[src/rtl/core/gmd_ram.sv]
// Generic single-port-write, registered-read RAM.
module gmd_ram #(
	parameter int WIDTH = 8,
	parameter int DEPTH = 16
) (
	input  logic                                    clk,
	input  logic                                    we,
	input  logic [(DEPTH > 1 ? $clog2(DEPTH) : 1)-1:0] waddr,
	input  logic [WIDTH-1:0]                        wdata,
	input  logic [(DEPTH > 1 ? $clog2(DEPTH) : 1)-1:0] raddr,
	output logic [WIDTH-1:0]                        rdata
);

	logic [WIDTH-1:0] mem [DEPTH];

	// Write and registered read
	always_ff @(posedge clk) begin
		if (we) begin
			mem[waddr] <= wdata;
		end
		rdata <= mem[raddr];
	end

endmodule

[config.mk]
export PLATFORM = sky130hd
export DESIGN_NAME = gmd_ram
export DESIGN_NICKNAME = d
export VERILOG_FILES = /design/src/rtl/core/gmd_ram.sv
export SDC_FILE = /design/constraint.sdc
export NUM_CORES = 1
export LEC_CHECK = 0
export ABC_CLOCK_PERIOD_IN_PS = 4800
export BUFFER_PORTS_ARGS = -buffer_cell sky130_fd_sc_hd__buf_2
export CORE_MARGIN = 1.5
export CORE_UTILIZATION = 61
export DETAILED_ROUTE_END_ITERATION = 7
export PLACE_DENSITY = 0.77
export SYNTH_ARGS = -nofsm -noshare
export SYNTH_HDL_FRONTEND = slang
export SYNTH_SLANG_ARGS = --single-unit
[constraint.sdc]
create_clock -name clk -period 4.8 [get_ports clk]
set_clock_uncertainty 0.15 [all_clocks]
set_input_delay 0.96 -clock clk [delete_from_list [all_inputs] [get_ports clk]]
set_output_delay 0.96 -clock clk [all_outputs]
set_load 0.05 [all_outputs]
==> run metrics <==
CTS Buf Count=17; dpl cells=roughly 350; worst slew pin tran=1.02 ns; synthesized flop and latch total=136; HP Class=reg2reg; core area=roughly 0.0082 mm²; CTS tree=done; Worst setup SP type=input port; Worst-path clk slew=roughly 0.060 ns; CTS Hold Buffers Added=0; final worst-path cycle share=0.534; top sig layer=met5; pre-CTS WS=between 1.5 and 2 ns; die width=94.9 µm; Routed WL=between 9000 and 10000 µm; DP HPWL=5370 µm; diode count=0; slowest stage delay, CP=between 0.7 and 0.8 ns; final max-slew violation count=0; post-synthesis sequential area ratio=0.778; syn nets=between 200 and 250; nets@finish=284; Final Hold Fails=0; first-pass GRT wire length=roughly 14000 µm; crit path cell chain=buf_2 -> mux4_1 -> a22oi_1 -> nand2_1; clk sink count=136; DRC viols=0; library cells used by synthesis=19; I/O Buffers=25; fillcell total=about 480; die height=approximately 95 µm; maximum clock frequency=390 MHz; slack of the worst reg-to-reg path=approximately 3.2 ns; CTS H-tree lvls=4; Routed met3 length=between 700 and 800 µm; Tmin final=2.56 ns; TNS Setup=0 ns; Pwr Density=456 mW/mm²; DR vias=between 2000 and 2500; CP Capture Type=register; Die ar.=0.00900 mm²; Initial Utilization=0.630; Mapped Area=slightly above 0.005 mm²; standard-cell row count=33; Final ANT Viol Nets=0; Syn-to-layout area delta=14.9%; Starting DRT DRC Count=between 200 and 250; leakage power=just under 0.002 µW; RSZ-0062 raised after global routing=false; DR pass1 iterations=4; Post-Layout Cell Count=approximately 380; Syn Inst Count=229; gr usage total=0.243; Max Cap Violations=0; metal2 WL=around 5000 µm; Routability Congestion=~0.7; Ys Warns=0; drt wl/cell=~25 µm; remaining global-route overflow=0; Multi-input gate area=~0.0011 mm²; Vias/cell=about 6.2; Final Power=2700 µW; CP Class=in2reg; Resized cells post-CTS=0; Root Driver=clkbuf_8; worst skew pair latency=0.51 ns; status=completed; Post-CTS Setup Inserts=0; Slew HR=0.318; Reg area=roughly 0.004 mm²; required time of the critical path=slightly above 5 ns; crit path DAT=2.80 ns; Met1 Wirelength=3640 µm; Finish-stage setup viols=0; worst-case clock buffer depth=2; Hold WS=between 0.5 and 0.6 ns; number of global-route vias before repair=2456; syn avg cell area=around 22 µm²; critical path peak fanout=32; peak supply drop=between 0.0002 and 0.0003 V; Ports=26; pin count of the biggest net entering global routing=33; final worst setup slack=between 2 and 2.5 ns; slowest stage cell, crit path=buf_2; layout cells sized above 1=0.283; initial antenna violation count=1
==> cells in the mapped netlist <==
cell type | instances | share of area
edfxtp_1 | 128 | 0.75
mux4_2 | 18 | 0.079
a22oi_1 | 16 | 0.023
mux4_1 | 14 | 0.071
nor2_1 | 13 | 0.0095
nand2_1 | 9 | 0.0066
dfxtp_1 | 8 | 0.031
nor3_1 | 4 | 0.0039
buf_2 | 3 | 0.0029
buf_6 | 3 | 0.0066
clkdlybuf4s25_2 | 3 | 0.0058
nand2b_1 | 2 | 0.0024
nand3b_1 | 2 | 0.0029
and2_1 | 1 | 0.0012
and2b_1 | 1 | 0.0015
buf_4 | 1 | 0.0015
nand3_1 | 1 | 0.00097
nor2b_1 | 1 | 0.0012
or3b_2 | 1 | 0.0017
==> routing by layer <==
layer  up-vias  track usage
li1       1045            -
met5         -            0
met1      1199        0.325
met4         2       0.0958
met2       117        0.380
met3        13       0.0741
==> path summary, 6_finish.rpt <==
path              start        to  cells after the start
min          mem[15][2]  rdata[2]                      3
max            raddr[0]  rdata[4]                      4
min reg2reg  mem[15][2]  rdata[2]                      3
max reg2reg   mem[9][4]  rdata[4]                      3
==> report_power, final <==
| part | switching (µW) | total, µW | internal (µW) |
|---|---|---|---|
| clock network | 482 | 1220 | 741 |
| logic | 92.0 | 140 | 47.8 |
| registers | 8.91 | 1340 | 1330 |
| total | 583 | 2700 | 2120 |
==> metrics by stage <==
step,area (µm²),util
6_report,5910,0.723
4_1_cts,5910,0.723
2_1_floorplan,5150,-
5_1_grt,5910,0.723
3_5_place_dp,5340,0.653
3_3_place_gp,5340,0.653
==> critical path, delay by kind of cell <==
kind,cells,cell delay (ns)
buffers and inverters,1,0.76
AO/OA/AOI/OAI,1,0.30
AND/OR/NAND/NOR,1,0.08
multiplexers,1,0.69
==> final cells by class <==
type / count / share of cell area
Sequential cell: 136 / 0.677
Multi-Input combinational cell: 83 / 0.180
Clock buffer: 18 / 0.0707
Clock inverter: 14 / 0.0256
Timing Repair Buffer: 28 / 0.0250
Tap cell: 105 / 0.0222
==> state kept, by name, indices dropped and copies added (netlist names) <==
register and count:
mem 128, rdata 8
==> cell usage in the layout, fill, tap and decap left out <==
cell	count
and2b_1	1
clkinv_4	3
buf_4	3
mux4_2	18
clkinvlp_4	5
clkbuf_16	16
clkbuf_1	1
nand3_1	1
nor2_1	13
edfxtp_1	128
nand2_1	9
nand3b_1	2
nand2b_1	2
nor3_2	1
inv_6	2
clkinv_2	2
or3b_2	1
and2_1	1
dfxtp_1	8
nor2b_1	1
bufinv_16	2
buf_2	25
mux4_1	14
clkbuf_8	1
a22oi_1	16
nor3_1	3
==> cells by family after synthesis <==
family | share of synthesized area
flip-flops | 0.778
buffers and inverters | 0.0168
AO/OA/AOI/OAI | 0.0233
multiplexers | 0.150
AND/OR/NAND/NOR | 0.0318
Note: power is estimated with default switching activity, not from simulation.
