[config.mk]
export PLATFORM = sky130hd
export DESIGN_NAME = gmd_mul
export DESIGN_NICKNAME = d
export VERILOG_FILES = /design/src/rtl/core/gmd_mul.sv
export SDC_FILE = /design/constraint.sdc
export NUM_CORES = 2
export LEC_CHECK = 0
export ABC_CLOCK_PERIOD_IN_PS = 13200
export BUFFER_PORTS_ARGS = -buffer_cell sky130_fd_sc_hd__buf_2
export CORE_UTILIZATION = 57
export DETAILED_ROUTE_END_ITERATION = 16
export GPL_ROUTABILITY_DRIVEN = 0
export GPL_TIMING_DRIVEN = 0
export PLACE_DENSITY = 0.75
export SLEW_MARGIN = 15
export SYNTH_ARGS = -nofsm -noshare
export SYNTH_HDL_FRONTEND = slang
export SYNTH_SLANG_ARGS = --single-unit
[constraint.sdc]
create_clock -name clk -period 13.2 [get_ports clk]
set_clock_uncertainty 0.1 [all_clocks]
set_input_delay 2.64 -clock clk [delete_from_list [all_inputs] [get_ports clk]]
set_output_delay 2.64 -clock clk [all_outputs]
set_load 0.01 [all_outputs]
[src/rtl/core/gmd_mul.sv]
// Sequential 64x64 multiplier built from one 32x32 multiplier, accumulating four partial products.
module gmd_mul (
	input  logic         clk,
	input  logic         arst_n,
	input  logic         start,
	input  logic [63:0]  a,
	input  logic [63:0]  b,
	output logic         done,
	output logic [127:0] product
);

	logic [63:0]  a_q, b_q;
	logic [127:0] acc_q;
	logic [1:0]   step_q;
	logic         busy_q, done_q;
	logic [31:0]  a_h, b_h;
	logic [63:0]  part;
	logic [127:0] part_sh;
	logic [1:0]   sh;

	// Select partial product halves and its weight
	always_comb begin
		a_h = step_q[1] ? a_q[63:32] : a_q[31:0];
		b_h = step_q[0] ? b_q[63:32] : b_q[31:0];
		part = a_h * b_h;
		sh = 2'({1'b0, step_q[1]} + {1'b0, step_q[0]});
		part_sh = {64'd0, part} << {sh, 5'd0};
	end

	// Control
	always_ff @(posedge clk or negedge arst_n) begin
		if (!arst_n) begin
			busy_q <= 1'b0;
			done_q <= 1'b0;
			step_q <= 2'd0;
		end else begin
			done_q <= 1'b0;
			if (start) begin
				busy_q <= 1'b1;
				step_q <= 2'd0;
			end else if (busy_q) begin
				step_q <= step_q + 2'd1;
				if (step_q == 2'd3) begin
					busy_q <= 1'b0;
					done_q <= 1'b1;
				end
			end
		end
	end

	// Accumulate partial products
	always_ff @(posedge clk) begin
		if (start) begin
			a_q <= a;
			b_q <= b;
			acc_q <= '0;
		end else if (busy_q) begin
			acc_q <= acc_q + part_sh;
		end
	end

	assign done = done_q;
	assign product = acc_q;

endmodule

==> flow_metrics.tcl <==
set metrics [dict create \
    startpoint "step_q[1]" \
    grt_overflow 0 \
    worst_ep_required_time_ps 13580 \
    synth_compound_area_frac 0.106 \
    path_class "reg2reg" \
    grt_max_degree 89 \
    drt-total-wl_um 193000 \
    start_util 0.575 \
    final.period_utilization 0.993 \
    drc 0 \
    drtPass1Iterations 7 \
    synthMuxAreaShare 0.0412 \
    ys_types 101 \
    regArea_mm2 0.00651 \
    core_area_mm2 0.0884 \
    synthArstFlopShare 0.0154 \
    avgSynthCellArea_um2 8.69 \
    grt_pass1_wl_um 284000 \
    numCtsBuffers 34 \
    cts-root-buf "clkbuf_16" \
    synthSimpleGateAreaFrac 0.152 \
    stdcell_count 7351 \
    cap_violations 0 \
    ys_top_cells_by_count "897 x fa_1, 895 x inv_1, 877 x nor2_1" \
    die_w_um 301 \
    synth_edf_count 128 \
    ys.flop_type "edfxtp_1" \
    yosys.area.top_type_share 0.354 \
    syn_nets 7261 \
    startpoint_type "register" \
    fillCellCount 7489 \
    port_buffers 259 \
    finish.utilization 0.634 \
    path_common_cell "fa_1" \
    path_clk_slew_ps 70 \
    synth_warnings 0 \
    slowest_stage "o41ai_1" \
    hpwlAfterDp_um 159000 \
    min-delay-start "product[103]" \
    drt_iter0_drc 5669 \
    min_path_cells 2 \
    drtAntennaViolNets 0 \
    routedWlPerCell_um 26.2 \
    synthAdderAreaFrac 0.450 \
    setup_viol 0 \
    dp_cells 7273 \
    crit_fanout 10 \
    num-nets-final 7576 \
    rows 109 \
    worst-endpoint-arrival_ps 13490 \
    cpPeakStageDelay_ps 680 \
    yosys.area_share.xor_xnor 0.0312 \
    insertion_delay_ps 640 \
    ios 260 \
    grt_usage 0.430 \
    critPathBufInv 7 \
    reg2reg_depth 41 \
    cpLargestDelayFamily "adder cells" \
    die_h_um 301 \
    cts_sinks 260 \
    cts_max_level 2 \
    crit_cells 41 \
    synth_cells 5842 \
    drive_above_1_share 0.109 \
    grt_pass1_vias 45800 \
    rr_startpoint "step_q[1]" \
    slew_headroom 0.138 \
    synth_seq_cells 260 \
    vias 46100 \
    antenna_found_initial 6 \
    cts_tree "done" \
    area_delta_synth_final_pct 10.3 \
    whs_ps 381 \
    yosysSeqAreaShare 0.128 \
    min_path_type "reg2reg" \
    slew_viol_final 0 \
    end_kind "register" \
    die-area_mm2 0.0903 \
    synth_area_leader_cell "fa_1" \
    synth.cell_area_mm2 0.0508 \
    status "finished, final reports clean" \
    fin_crit_ps 13110 \
    tightest_slew_ps 1290 \
    viasPerCell 6.27 \
    clock_path_buffers 3 \
    hold_viol 0 \
    multi_input_area_mm2 0.0404 \
    synth_top_family_by_area "adder cells" \
    synth_area_leaders "fa_1 35%, ha_1 9.6%, edfxtp_1 7.6%" \
    yosysMostFrequentCell "fa_1" \
    fmax_mhz 76.3 \
]
routing by layer:
metal | up-vias | GRT usage | wire length [µm]
met5 | - | 0 | 124
met4 | 10 | 0.328 | 19100
met3 | 1022 | 0.166 | 29300
met2 | 3545 | 0.619 | 79400
met1 | 22200 | 0.520 | 64700
li1 | 19300 | - | -
path summary, 6_finish.rpt:
kind	slack, ps	endpoint
worst max-delay path	90	product[71]
min in group asynchronous	1780	step_q[1]
worst min register to register	380	product[103]
worst min-delay path	380	product[103]
max in group asynchronous	10990	done
worst max register to register	90	product[71]
cell families (layout without fill, tap and decap cells):
kind of cell | count (synthesis) | count (layout)
compound gates | 845 | 845
fa+ha+maj | 1288 | 1288
mux | 201 | 201
flops | 260 | 260
buf+inv | 1206 | 1546
xor+xnor | 181 | 181
other cells | 0 | 4
simple gates | 1861 | 1861
worst register-to-register path: cells and delay by family, from the launching register on:
family                   cells  cell delay, ps
XOR/XNOR                     2             480
adder cells (fa/ha/maj)     10            4830
buffers and inverters        7            1510
flip-flops                   1             390
multiplexers                 2             570
AO/OA/AOI/OAI                9            2580
AND/OR/NAND/NOR             11            2540
metrics by stage:
| stage | setup WS, ps | cell area [µm²] | setup TNS (ps) |
|---|---|---|---|
| global placement | -2440 | 53500 | -136450 |
| CTS | 13.5 | 55500 | 0 |
| global route | -35.9 | 56000 | -111 |
| detailed placement | -1650 | 53700 | -68960 |
| finish | 94.7 | 56000 | 0 |
| floorplan | 1970 | 50800 | 0 |
cells in the final DEF, fill, tap and decap left out, types with 15 or more instances in the layout:
cell type  Yosys  layout
fa_1         897     897
inv_1        895     895
nor2_1       877     874
nand2_1      668     668
ha_1         391     389
buf_2         13     281
a21oi_1      265     263
o21ai_0      177     174
clkbuf_1     259     147
edfxtp_1     128     128
dfxtp_1      128     128
a21o_1       106     106
xnor2_1      101     100
mux2i_1      135      80
xor2_1        80      80
clkbuf_2       2      75
nand4_1       74      74
mux2_2        66      58
nand3_1       45      45
and2_1        44      44
o21bai_1      43      43
mux2i_4        0      41
clkbuf_16      0      35
o22ai_1       35      34
nand2b_1      29      29
clkbuf_4       0      27
a31oi_1       28      27
nor3_1        27      27
and3_1        24      24
buf_4          2      22
a211oi_1      22      21
o21a_1        17      17
nor2b_1       17      16
buf_6          7      15
final cells by class:
cell class,instances,share of cell area
Multi-Input combinational cell,4376,0.721
Clock buffer,39,0.0155
Buffer,298,0.0274
Tap cell,1165,0.0260
Antenna cell,4,0.000179
Inverter,897,0.0601
Clock inverter,22,0.00346
Sequential cell,260,0.116
Timing Repair Buffer,290,0.0298
sequential cells by signal, indices dropped and copies added, names as in the netlist:
register,cells
a_q,64
b_q,64
busy_q,1
done,1
product,128
step_q,2
what timing repair did:
action / CTS / global route
setup endpoints to repair: 79 / 55
hold buffers: 0 / 0
setup buffers: 13 / 11
pin swaps: 0 / 3
resized for setup: 191 / 141
Power is left out: the tool's default activity adds up to more than one toggle a clock period on the data nets, which glitch-free logic cannot reach.
